**src/rtl/core/rtmu_pkg.sv**
```systemverilog
// Shared types, constants and helpers of the route table metric update unit.
`timescale 1ns / 1ps
`default_nettype none

package rtmu_pkg;

  localparam int TABLE_ENTRIES = 16;
  localparam int IDX_W = $clog2(TABLE_ENTRIES);
  localparam int ADDR_W = 16;
  localparam int METRIC_W = 16;
  localparam int ENTRY_W = 4;
  localparam int STATUS_W = 3;

  typedef logic [IDX_W-1:0] idx_t;
  typedef logic [ADDR_W-1:0] addr_t;
  typedef logic [METRIC_W-1:0] metric_t;

  localparam idx_t IDX_LAST = idx_t'(TABLE_ENTRIES - 1);
  localparam addr_t NO_HOP = 16'hffff;
  localparam addr_t FREE_DEST = 16'h0000;
  localparam metric_t THRESHOLD_RESET = 16'd3000;

  localparam logic [2:0] REG_THRESHOLD = 3'd0;

  typedef enum logic [STATUS_W-1:0] {
    ST_REFRESHED = 3'd0,
    ST_REPLACED  = 3'd1,
    ST_KEPT      = 3'd2,
    ST_INSERTED  = 3'd3,
    ST_FULL      = 3'd4,
    ST_HIT       = 3'd5,
    ST_MISS      = 3'd6
  } status_e;

  localparam logic OP_UPDATE = 1'b0;
  localparam logic OP_LOOKUP = 1'b1;

  typedef struct packed {
    logic hit;
    idx_t hit_idx;
    logic free;
    idx_t free_idx;
  } scan_res_t;

  typedef struct packed {
    logic    we_dest;
    logic    we_metric;
    idx_t    addr;
    addr_t   dest;
    addr_t   hop;
    metric_t bat;
    metric_t sig;
  } tbl_wr_t;

  function automatic logic [ENTRY_W-1:0] to_entry(idx_t idx);
    logic [31:0] wide;
    wide = 32'(idx);
    return wide[ENTRY_W-1:0];
  endfunction

endpackage

`default_nettype wire

```
**src/rtl/core/rtmu_table.sv**
```systemverilog
// Route table storage: destination column in flops, metrics in a registered-read memory.
`timescale 1ns / 1ps
`default_nettype none

module rtmu_table (
  input  wire logic              clk_i,
  input  wire logic              rst_ni,
  input  wire rtmu_pkg::idx_t    scan_idx_i,
  output rtmu_pkg::addr_t        dest_rd_o,
  input  wire rtmu_pkg::idx_t    rd_addr_i,
  output rtmu_pkg::addr_t        hop_rd_o,
  output rtmu_pkg::metric_t      bat_rd_o,
  output rtmu_pkg::metric_t      sig_rd_o,
  input  wire rtmu_pkg::tbl_wr_t wr_i
);

  rtmu_pkg::addr_t dest_q [rtmu_pkg::TABLE_ENTRIES];
  logic [3*rtmu_pkg::ADDR_W-1:0] mem_q [rtmu_pkg::TABLE_ENTRIES];
  logic [3*rtmu_pkg::ADDR_W-1:0] rd_data_q;

  always_ff @(posedge clk_i or negedge rst_ni) begin
    if (!rst_ni) begin
      for (int k = 0; k < rtmu_pkg::TABLE_ENTRIES; k++) begin
        dest_q[k] <= rtmu_pkg::FREE_DEST;
      end
    end else if (wr_i.we_dest) begin
      dest_q[wr_i.addr] <= wr_i.dest;
    end
  end

  assign dest_rd_o = dest_q[scan_idx_i];

  always_ff @(posedge clk_i) begin
    if (wr_i.we_metric) begin
      mem_q[wr_i.addr] <= {wr_i.sig, wr_i.bat, wr_i.hop};
    end
    rd_data_q <= mem_q[rd_addr_i];
  end

  assign hop_rd_o = rd_data_q[rtmu_pkg::ADDR_W-1:0];
  assign bat_rd_o = rd_data_q[2*rtmu_pkg::ADDR_W-1:rtmu_pkg::ADDR_W];
  assign sig_rd_o = rd_data_q[3*rtmu_pkg::ADDR_W-1:2*rtmu_pkg::ADDR_W];

endmodule

`default_nettype wire

```
**src/rtl/core/rtmu_scan.sv**
```systemverilog
// Destination scanner: walks the table entry by entry, tracking first match and first free.
`timescale 1ns / 1ps
`default_nettype none

module rtmu_scan (
  input  wire logic            clk_i,
  input  wire logic            rst_ni,
  input  wire logic            start_i,
  input  wire rtmu_pkg::addr_t key_i,
  input  wire rtmu_pkg::addr_t dest_rd_i,
  output rtmu_pkg::idx_t       rd_idx_o,
  output logic                 done_o,
  output rtmu_pkg::scan_res_t  res_o
);

  logic busy_q;
  logic done_q;
  rtmu_pkg::idx_t idx_q;
  rtmu_pkg::scan_res_t res_q;
  logic match;
  logic empty;
  logic last;

  assign match = busy_q && (dest_rd_i == key_i);
  assign empty = busy_q && (dest_rd_i == rtmu_pkg::FREE_DEST);
  assign last  = (idx_q == rtmu_pkg::IDX_LAST);

  always_ff @(posedge clk_i or negedge rst_ni) begin
    if (!rst_ni) begin
      busy_q <= 1'b0;
      done_q <= 1'b0;
      idx_q  <= '0;
      res_q  <= '0;
    end else begin
      done_q <= busy_q && last;
      if (start_i) begin
        busy_q <= 1'b1;
        idx_q  <= '0;
        res_q  <= '0;
      end else if (busy_q) begin
        if (match && !res_q.hit) begin
          res_q.hit     <= 1'b1;
          res_q.hit_idx <= idx_q;
        end
        if (empty && !res_q.free) begin
          res_q.free     <= 1'b1;
          res_q.free_idx <= idx_q;
        end
        if (last) begin
          busy_q <= 1'b0;
        end else begin
          idx_q <= idx_q + 1'b1;
        end
      end
    end
  end

  assign rd_idx_o = idx_q;
  assign done_o   = done_q;
  assign res_o    = res_q;

endmodule

`default_nettype wire

```
**src/rtl/core/route_table_metric_update_unit.sv**
```systemverilog
// Top level of the route table metric update unit: sequencer, config register, output stage.
//
// A transaction with a nonzero destination walks every table entry, also past a match.
// One that finds its destination then reads the entry's metrics before the decision; one
// that does not find it skips the metric read. A destination of zero skips the walk and
// goes straight to the emit state. s_axis_tready is high only while no transaction is in
// progress. It rises again in the cycle the result appears, so a new transaction is not
// accepted before the previous one has reached the output register. A finished result
// waits in the output register, so the next transaction can be accepted meanwhile.
// Update and lookup items share s_axis_tdata; tuser selects the operation.
`timescale 1ns / 1ps
`default_nettype none

module route_table_metric_update_unit (
  input  wire logic        clk_i,
  input  wire logic        rst_ni,
  input  wire logic        s_axis_tvalid,
  output logic             s_axis_tready,
  // destination[15:0], sender[31:16], battery_mv[47:32], signal_strength[63:48]
  input  wire logic [63:0] s_axis_tdata,
  // opcode[0]
  input  wire logic [0:0]  s_axis_tuser,
  output logic             m_axis_tvalid,
  input  wire logic        m_axis_tready,
  // next_hop[15:0], entry_index[19:16], zero[23:20]
  output logic [23:0]      m_axis_tdata,
  // status[2:0]
  output logic [2:0]       m_axis_tuser,
  input  wire logic        psel,
  input  wire logic        penable,
  input  wire logic        pwrite,
  input  wire logic [2:0]  paddr,
  input  wire logic [31:0] pwdata,
  output logic [31:0]      prdata,
  output logic             pready
);

  localparam logic [2:0] S_IDLE   = 3'd0;
  localparam logic [2:0] S_SCAN   = 3'd1;
  localparam logic [2:0] S_READ   = 3'd2;
  localparam logic [2:0] S_DECIDE = 3'd3;
  localparam logic [2:0] S_EMIT   = 3'd4;

  logic [2:0] state_q, state_d;

  rtmu_pkg::metric_t thresh_q;

  logic              op_q;
  rtmu_pkg::addr_t   dest_q;
  rtmu_pkg::addr_t   snd_q;
  rtmu_pkg::metric_t bat_q;
  rtmu_pkg::metric_t sig_q;

  rtmu_pkg::status_e                    res_status_q, res_status_d;
  rtmu_pkg::addr_t                      res_hop_q, res_hop_d;
  logic [rtmu_pkg::ENTRY_W-1:0]         res_idx_q, res_idx_d;

  logic                                 out_valid_q;
  rtmu_pkg::status_e                    out_status_q;
  rtmu_pkg::addr_t                      out_hop_q;
  logic [rtmu_pkg::ENTRY_W-1:0]         out_idx_q;

  logic in_acc;
  logic out_load;
  logic scan_start;
  logic scan_done;
  logic cfg_wr;
  rtmu_pkg::idx_t      scan_idx;
  rtmu_pkg::scan_res_t scan_res;
  rtmu_pkg::addr_t     dest_rd;
  rtmu_pkg::addr_t     hop_rd;
  rtmu_pkg::metric_t   bat_rd;
  rtmu_pkg::metric_t   sig_rd;
  rtmu_pkg::tbl_wr_t   tbl_wr;
  logic                better;

  assign s_axis_tready = (state_q == S_IDLE);
  assign in_acc        = s_axis_tvalid && s_axis_tready;
  assign scan_start    = in_acc && (s_axis_tdata[15:0] != rtmu_pkg::FREE_DEST);
  assign out_load      = (state_q == S_EMIT) && (!out_valid_q || m_axis_tready);

  // config register
  assign pready = 1'b1;
  assign cfg_wr = psel && penable && pwrite && (paddr == rtmu_pkg::REG_THRESHOLD);

  always_ff @(posedge clk_i or negedge rst_ni) begin
    if (!rst_ni) begin
      thresh_q <= rtmu_pkg::THRESHOLD_RESET;
    end else if (cfg_wr) begin
      thresh_q <= pwdata[15:0];
    end
  end

  always_comb begin
    prdata = '0;
    if (paddr == rtmu_pkg::REG_THRESHOLD) begin
      prdata = {16'h0000, thresh_q};
    end
  end

  rtmu_scan u_scan (
    .clk_i     (clk_i),
    .rst_ni    (rst_ni),
    .start_i   (scan_start),
    .key_i     (dest_q),
    .dest_rd_i (dest_rd),
    .rd_idx_o  (scan_idx),
    .done_o    (scan_done),
    .res_o     (scan_res)
  );

  rtmu_table u_table (
    .clk_i      (clk_i),
    .rst_ni     (rst_ni),
    .scan_idx_i (scan_idx),
    .dest_rd_o  (dest_rd),
    .rd_addr_i  (scan_res.hit_idx),
    .hop_rd_o   (hop_rd),
    .bat_rd_o   (bat_rd),
    .sig_rd_o   (sig_rd),
    .wr_i       (tbl_wr)
  );

  assign better = (bat_q > thresh_q) ? (sig_q > sig_rd) : (bat_q > bat_rd);

  always_comb begin
    state_d      = state_q;
    res_status_d = res_status_q;
    res_hop_d    = res_hop_q;
    res_idx_d    = res_idx_q;
    tbl_wr       = '0;
    tbl_wr.addr  = scan_res.hit_idx;
    tbl_wr.dest  = dest_q;
    tbl_wr.hop   = snd_q;
    tbl_wr.bat   = bat_q;
    tbl_wr.sig   = sig_q;
    unique case (state_q)
      S_IDLE: begin
        if (in_acc) begin
          if (scan_start) begin
            state_d = S_SCAN;
          end else begin
            // destination zero: nothing to find, nothing to store
            state_d      = S_EMIT;
            res_status_d = (s_axis_tuser[0] == rtmu_pkg::OP_LOOKUP) ?
                           rtmu_pkg::ST_MISS : rtmu_pkg::ST_KEPT;
            res_hop_d    = rtmu_pkg::NO_HOP;
            res_idx_d    = '0;
          end
        end
      end
      S_SCAN: begin
        if (scan_done) begin
          state_d = scan_res.hit ? S_READ : S_DECIDE;
        end
      end
      S_READ: begin
        state_d = S_DECIDE;
      end
      S_DECIDE: begin
        state_d   = S_EMIT;
        res_hop_d = rtmu_pkg::NO_HOP;
        res_idx_d = '0;
        if (op_q == rtmu_pkg::OP_LOOKUP) begin
          if (scan_res.hit) begin
            res_status_d = rtmu_pkg::ST_HIT;
            res_hop_d    = hop_rd;
            res_idx_d    = rtmu_pkg::to_entry(scan_res.hit_idx);
          end else begin
            res_status_d = rtmu_pkg::ST_MISS;
          end
        end else if (scan_res.hit) begin
          res_idx_d = rtmu_pkg::to_entry(scan_res.hit_idx);
          if (hop_rd == snd_q) begin
            tbl_wr.we_metric = 1'b1;
            res_status_d     = rtmu_pkg::ST_REFRESHED;
            res_hop_d        = snd_q;
          end else if (better) begin
            tbl_wr.we_metric = 1'b1;
            res_status_d     = rtmu_pkg::ST_REPLACED;
            res_hop_d        = snd_q;
          end else begin
            res_status_d = rtmu_pkg::ST_KEPT;
            res_hop_d    = hop_rd;
          end
        end else if (scan_res.free) begin
          tbl_wr.addr      = scan_res.free_idx;
          tbl_wr.we_dest   = 1'b1;
          tbl_wr.we_metric = 1'b1;
          res_status_d     = rtmu_pkg::ST_INSERTED;
          res_hop_d        = snd_q;
          res_idx_d        = rtmu_pkg::to_entry(scan_res.free_idx);
        end else begin
          res_status_d = rtmu_pkg::ST_FULL;
        end
      end
      S_EMIT: begin
        if (out_load) begin
          state_d = S_IDLE;
        end
      end
      default: begin
        state_d = S_IDLE;
      end
    endcase
  end

  always_ff @(posedge clk_i or negedge rst_ni) begin
    if (!rst_ni) begin
      state_q     <= S_IDLE;
      out_valid_q <= 1'b0;
    end else begin
      state_q <= state_d;
      if (out_load) begin
        out_valid_q <= 1'b1;
      end else if (m_axis_tready) begin
        out_valid_q <= 1'b0;
      end
    end
  end

  always_ff @(posedge clk_i) begin
    if (in_acc) begin
      op_q   <= s_axis_tuser[0];
      dest_q <= s_axis_tdata[15:0];
      snd_q  <= s_axis_tdata[31:16];
      bat_q  <= s_axis_tdata[47:32];
      sig_q  <= s_axis_tdata[63:48];
    end
    res_status_q <= res_status_d;
    res_hop_q    <= res_hop_d;
    res_idx_q    <= res_idx_d;
    if (out_load) begin
      out_status_q <= res_status_q;
      out_hop_q    <= res_hop_q;
      out_idx_q    <= res_idx_q;
    end
  end

  assign m_axis_tvalid = out_valid_q;
  assign m_axis_tdata  = {4'h0, out_idx_q, out_hop_q};
  assign m_axis_tuser  = out_status_q;

endmodule

`default_nettype wire

```
**config.mk**
```make
export PLATFORM = sky130hd
export DESIGN_NAME = route_table_metric_update_unit
export DESIGN_NICKNAME = d
export VERILOG_FILES = /design/src/rtl/core/rtmu_pkg.sv /design/src/rtl/core/rtmu_table.sv /design/src/rtl/core/rtmu_scan.sv /design/src/rtl/core/route_table_metric_update_unit.sv
export SDC_FILE = /design/constraint.sdc
export NUM_CORES = 1
export LEC_CHECK = 0
export ABC_CLOCK_PERIOD_IN_PS = 11900
export BUFFER_PORTS_ARGS = -buffer_cell sky130_fd_sc_hd__buf_2
export CORE_MARGIN = 2
export CORE_UTILIZATION = 60
export CTS_CLUSTER_DIAMETER = 150
export DETAILED_ROUTE_END_ITERATION = 10
export PLACE_DENSITY = 0.88
export SYNTH_ARGS = -nofsm -noshare
export SYNTH_HDL_FRONTEND = slang
export SYNTH_SLANG_ARGS = --single-unit
```
**constraint.sdc**
```tcl
create_clock -name clk_i -period 11.9 [get_ports clk_i]
set_clock_uncertainty 0.2 [all_clocks]
set_input_delay 0.595 -clock clk_i [delete_from_list [all_inputs] [get_ports clk_i]]
set_output_delay 0.595 -clock clk_i [all_outputs]
set_load 0.01 [all_outputs]
```
After elaboration in Yosys (flattened, before gate mapping)
Memory sizes are Yosys's and may differ from the RTL's. A register that Yosys moved wholly into a read port is not among the register bits.
Index checks and enable logic that the tools add are counted.
{ "totals": {"register_bits": 403, "mem_bits_rw": 768, "input_bits": 107, "output_inout_bits": 62, "wordCells": 151, "mem_count": 1} }
{ "memory_table": {"columns": ["memory", "words", "width", "read_ports", "rd_clocked_by_memory_dff", "write_ports", "line", "rtl"], "rows": [
  ["u_table.mem_q", 16, 48, 1, 1, 1, "rtmu_table.sv:18", "logic [3*rtmu_pkg::ADDR_W-1:0] mem_q [rtmu_pkg::TABLE_ENTRIES];"]
]} }
{ "classes": {"add_sub_neg": 1, "magnitude_cmp": 6, "n_eq_ne": 12, "mux": 62, "bitwise_logic": 2, "n_reduce_logical": 30} }
{ "ops": {"columns": ["cell", "n"], "rows": [
  ["bitwise mux 256 bit", 1],
  ["two-way mux 16 bit", 12],
  ["binary-select mux 16 bit (select 4 bit)", 1],
  ["demux 16 bit (select 4 bit)", 1],
  ["greater-than comparator 16 bit", 3],
  ["two-way mux 4 bit", 10],
  ["== test 16 bit", 2],
  ["case mux 16 bit (2 select lines)", 1],
  ["two-way mux 3 bit", 10],
  ["two-way mux 10 bit", 2],
  ["two-way mux 6 bit", 3],
  ["zero test 16 bit", 1],
  ["nonzero test 16 bit", 1],
  ["case mux 3 bit (5 select lines)", 1],
  ["two-way mux 1 bit", 13],
  ["logical AND 1 bit", 12],
  ["greater-or-equal comparator 5 bit (second input constant)", 2],
  ["two-way mux 5 bit", 2],
  ["NOT 4 -> 5 bit", 2],
  ["nonzero test 2 bit", 5],
  ["case mux 4 bit (2 select lines)", 1],
  ["== test 3 x 2 -> 1 bit (second input constant)", 2],
  ["zero test 3 bit", 2],
  ["two-way mux 2 bit", 3],
  ["12 further kinds", 20]
]} }

Depth between registers and ports, before layout
{ "logic_depth": {"word_depth": 13, "mapped_depth": 13, "ltp_nobuf": 11} }

Hierarchy
From an unflattened synthesis, not the netlist that was laid out.
{ "hier_totals": {"hier_cells": 2575, "area_unflattened_um2": 48586.6} }
{ "by_module_without_submodules": {"columns": ["mod", "instances", "cells_per_inst", "area_per_inst_um2", "seq_area_each_um2"], "rows": [
  ["rtmu_table", 1, 1953, 41223.3, 30429.2],
  ["route_table_metric_update_unit", 1, 532, 6475.0, 3842.4],
  ["rtmu_scan", 1, 90, 888.4, 400.4]
]} }

Least setup slack after synthesis
OpenSTA, ideal clock, no wires.
{ "synth_path": {"path_kind": "flip-flop to flip-flop", "from": "register bat_q[7]", "to": "memory u_table.mem_q[0][0] (netlist bit) (enable)", "setup_ns": 0.454, "t_arrival_ns": 4.597, "setup_slack_ns": 6.649, "stages_incl_launch_ff": 10, "n_path_buf": 0, "cell_sequence": "edfxtp_1 -> ha_1 -> and3_1 -> a221o_1 -> a221oi_1 -> o211ai_1 -> and2_1 -> o2111ai_1 -> o21ai_0 -> nor2_1"} }
{ "synth_between": {"elab_chain_cells": 9} }
{ "synth_lines": {"columns": ["element", "line", "rtl"], "rows": [
  ["from (decl)", "route_table_metric_update_unit.sv:51", "rtmu_pkg::metric_t bat_q;"],
  ["from (signal assigned)", "route_table_metric_update_unit.sv:227", "bat_q <= s_axis_tdata[47:32];"],
  ["greater-than comparator 16 bit", "route_table_metric_update_unit.sv:124", "assign better = (bat_q > thresh_q) ? (sig_q > sig_rd) : (bat_q > bat_rd);"],
  ["two-way mux 1 bit (*)", "route_table_metric_update_unit.sv:124", null],
  ["two-way mux 1 bit (*)", "route_table_metric_update_unit.sv:178", "end else if (better) begin"],
  ["two-way mux 1 bit (*)", "route_table_metric_update_unit.sv:174", "if (hop_rd == snd_q) begin"],
  ["two-way mux 1 bit (*)", "route_table_metric_update_unit.sv:172", "end else if (scan_res.hit) begin"],
  ["two-way mux 6 bit (*)", "route_table_metric_update_unit.sv:164", "if (op_q == rtmu_pkg::OP_LOOKUP) begin"],
  ["two-way mux 6 bit (*)", "route_table_metric_update_unit.sv:137", "unique case (state_q)"],
  ["two-way mux 1 bit (*)", "rtmu_table.sv:34", "if (wr_i.we_metric) begin"],
  ["two-way mux 1 bit (implied by the code) (*)", "rtmu_table.sv:35", "mem_q[wr_i.addr] <= {wr_i.sig, wr_i.bat, wr_i.hop};"],
  ["to (decl)", "rtmu_table.sv:18", null]
]} }
Every way passes the cells marked *; elsewhere a longest branch is shown, timed or not.

Worst setup path after layout
{ "layout_path": {"from": "register bat_q[7]", "to": "memory u_table.mem_q[0][44] (netlist bit) (enable)"} }
Same word-level chain as after synthesis.

==> run_results.csv <==
group,metric,value,unit
power,switching_power,2.44,mW
global_routing,track_usage,0.290,
sta,rsz0062_at_grt,"false",
clock_network,cts.sinks,1219,
floorplan,die_h,290,um
clock_network,insertion_delay,0.72,ns
power,power_density,176,mW/mm2
cells_and_area,n_antenna_cell,0,
critical_path,worstPathRequired,12.00,ns
clock_network,cts_max_level,3,
sta,period_needed,6.15,ns
critical_path,reg2regPathDepth,10,
synth,synth_seq_cells,1219,
place,port_buffers,131,
synth,yosysSeqAreaShare,0.705,
sta,hold_viol,0,
synth,synth_top_area_share,0.537,
floorplan,start_util,0.609,
routing,drt_iter0_markers,3121,
place,dp_hpwl,62.3,mm
clock_network,clockBufferDepth,3,
routing,vias,26500,
routing,wirelength,121,mm
clock_network,cts_buffers,115,
global_routing,grt_pass1_vias,28100,
synth,synth_area,0.0492,mm2
power,p_leak,20.1,nW
routing,viasPerCell,6.75,
run_status,status,"complete, no violations",
floorplan,rows,104,
power,pwr-share-seq,0.520,
synth,yosysTopAreaCell,"edfxtp_1",
sta,max_slew_margin,0.0603,
synth,async_flop_share,0.240,
cells_and_area,design_area,0.0557,mm2
power,clock_power_share,0.390,
synth,synth.distinct_cells,69,
clock_network,hold_buffers,82,
sta,finalCritPeriodShare,0.517,
sta,fmax,162,MHz
critical_path,r2r_start,"bat_q[7]",
synth,synth_warnings,0,
cells_and_area,stdcell_count,3934,
global_routing,grt_antenna_before_repair,4,
critical_path,critPathMaxFanout,31,
routing,drt_first_pass_iters,6,
critical_path,cp.arrival,6.26,ns
sta,worst_pin_slew,1.39,ns
floorplan,die_w,290,um
sta,finalSetupTns,0,ns
synth,avgSynthCellArea,19.2,um2
clock_network,post_cts_resized,0,
global_routing,grt_first_pass_wirelength,180,mm
worst_hold_path,hold_end,"m_axis_tvalid",
global_routing,gr-total-overflow,0,
power,power_frac_comb,0.090,
synth,synth.most_common_cell,"edfxtp_1",
floorplan,pin_count,169,
flow_run,drv_cap,0,
cells_and_area,fin_nets,2936,
place,gp_congestion,0.823,
power,p_int,7.36,mW
routing,drc,0,
cells_and_area,fillers,4530,
clock_network,cts_root_buf,"clkbuf_16",
synth,synth_common_cells,"879 x edfxtp_1, 290 x mux4_2, 285 x dfrtp_1, 248 x mux2_2, 95 x clkbuf_1",
synth,ys.flop_type,"edfxtp_1",
place,placed_area,0.0509,mm2
power,p_total,9.79,mW
critical_path,worstSetupPathType,"reg -> reg",
clock_network,clk_pin_slew,0.07,ns
floorplan,die_area,0.0843,mm2
critical_path,cp-end-kind,"register",
critical_path,worst-r2r-setup-slack,5.75,ns
global_routing,grt_max_degree,158,
routing,final_antenna_net_count,0,
sta,setup_viol,0,
floorplan,core,0.0808,mm2
clock_network,tritoncts,"done",
routing,avgRoutedWirePerCell,30.9,um
synth,synthTopCellsByArea,"edfxtp_1 54%, dfrtp_1 15%, mux4_2 13%",
worst_hold_path,hp-start,"m_axis_tready",
cells_and_area,syn_to_final_growth,13.2,%
clock_network,cts_setup_buffers,0,
worst_hold_path,hp-class,"in -> reg",
synth,synthCells,2557,
critical_path,reg2reg_to,"u_table.mem_q[0][44]",
synth,synth_edf_count,879,
sta,finalMaxSlewViolations,0,
cells_and_area,drive_above_1_share,0.324,
power,sw_frac_of_total,0.249,
power,ir_worst_vdd,0.000149,V
critical_path,critPathLaunchType,"register",
worst_hold_path,hold_depth,3,
place,numPlacedInstances,3640,
==> critical path, stage by stage (launching register included) <==
cell and delay (ns):
edfxtp_1 0.75, ha_1 0.39, and3_1 0.22, a221o_1 0.40
a221oi_1 0.43, o211ai_1 0.30, and2_1 0.37, o2111ai_1 0.51
o21ai_0 0.63, nor2_4 0.82, buf_4 0.66
==> cell families after synthesis <==
family                     count (synthesis)  share of synthesized area
AOI/OAI and AO/OA                        163                     0.0227
muxes                                    598                      0.204
adders and majority gates                 49                     0.0125
DFF                                     1219                      0.705
other                                      2                   0.000153
xor gates and xnor gates                  37                    0.00659
buffers and inverters                    223                     0.0211
and+or+nand+nor                          266                     0.0284
==> how the worst max path moves through the flow <==
stage,start,end,depth (start not counted)
2_1_floorplan,bat_q[7],u_table.mem_q[0][0],9
3_3_place_gp,bat_q[7],u_table.mem_q[0][37],10
3_5_place_dp,bat_q[7],u_table.mem_q[0][37],10
4_1_cts,bat_q[7],u_table.mem_q[0][39],10
5_1_grt,bat_q[7],u_table.mem_q[1][44],10
6_report,bat_q[7],u_table.mem_q[0][44],10
==> cell type report <==
class | instances | area, um2 | area share
tap | 1060 | 1330 | 0.0238
multi-input combinational | 1134 | 13700 | 0.246
timing repair buffer | 258 | 1850 | 0.0332
sequential | 1219 | 34700 | 0.623
clock inverter | 56 | 777 | 0.0140
inverter | 52 | 195 | 0.00351
clock buffer | 155 | 3150 | 0.0565
==> routing by layer <==
metal  vias to the layer above  part of all wire  global-route usage
met5                         -           0.00034                   0
met4                         6             0.045               0.130
met3                       395             0.085              0.0482
met2                      1768              0.51               0.495
met1                     13800              0.36               0.369
li1                      10600                 -                   -
==> metrics by stage <==
stage / hold WS [ns] / utilization / worst slack, ns
after detailed placement: 0.205 / 0.630 / 6.17
after global placement: 0.204 / 0.630 / 6.50
after global routing: 0.0596 / 0.689 / 5.69
after CTS: 0.0267 / 0.689 / 5.90
after floorplan: 0.0994 / - / 6.65
final: 0.0512 / 0.689 / 5.75
==> layout by cell type (no fill, tap or decap), drive strengths merged, types with 54 or more instances in the layout <==
cell / instances
mux2i: 55
mux2: 248
buf: 175
edfxtp: 879
dfrtp: 285
nand2: 54
mux4: 295
dlygate4sd3: 82
nor2: 67
clkbuf: 156
==> sequential cells by signal, indices dropped and copies added (netlist names) <==
register and flops:
op_q 1, dest_q 16, res_hop_q 16, bat_q 16
u_table.dest_q 256, sig_q 16, res_idx_q 4, u_scan.busy_q 1
u_table.mem_q 768, thresh_q 16, snd_q 16, out_hop_q 16
u_scan.res_o 10, u_table.rd_data_q 48, state_q 3, m_axis_tvalid 1
res_status_q 3, out_idx_q 4, m_axis_tuser 3, u_scan.done_o 1
u_scan.rd_idx_o 4
==> power by group through the flow <==
stage / Clock, mW / Sequential (mW) / Combinational (mW)
after CTS: 3.82 / 5.09 / 0.866
after detailed placement: 0 / 5.17 / 0.822
after global routing: 3.99 / 5.12 / 0.930
final: 3.82 / 5.10 / 0.878
after global placement: 0 / 5.13 / 0.787
after floorplan: 0 / 4.99 / 0.699
Power figures use the tool's default switching activity.
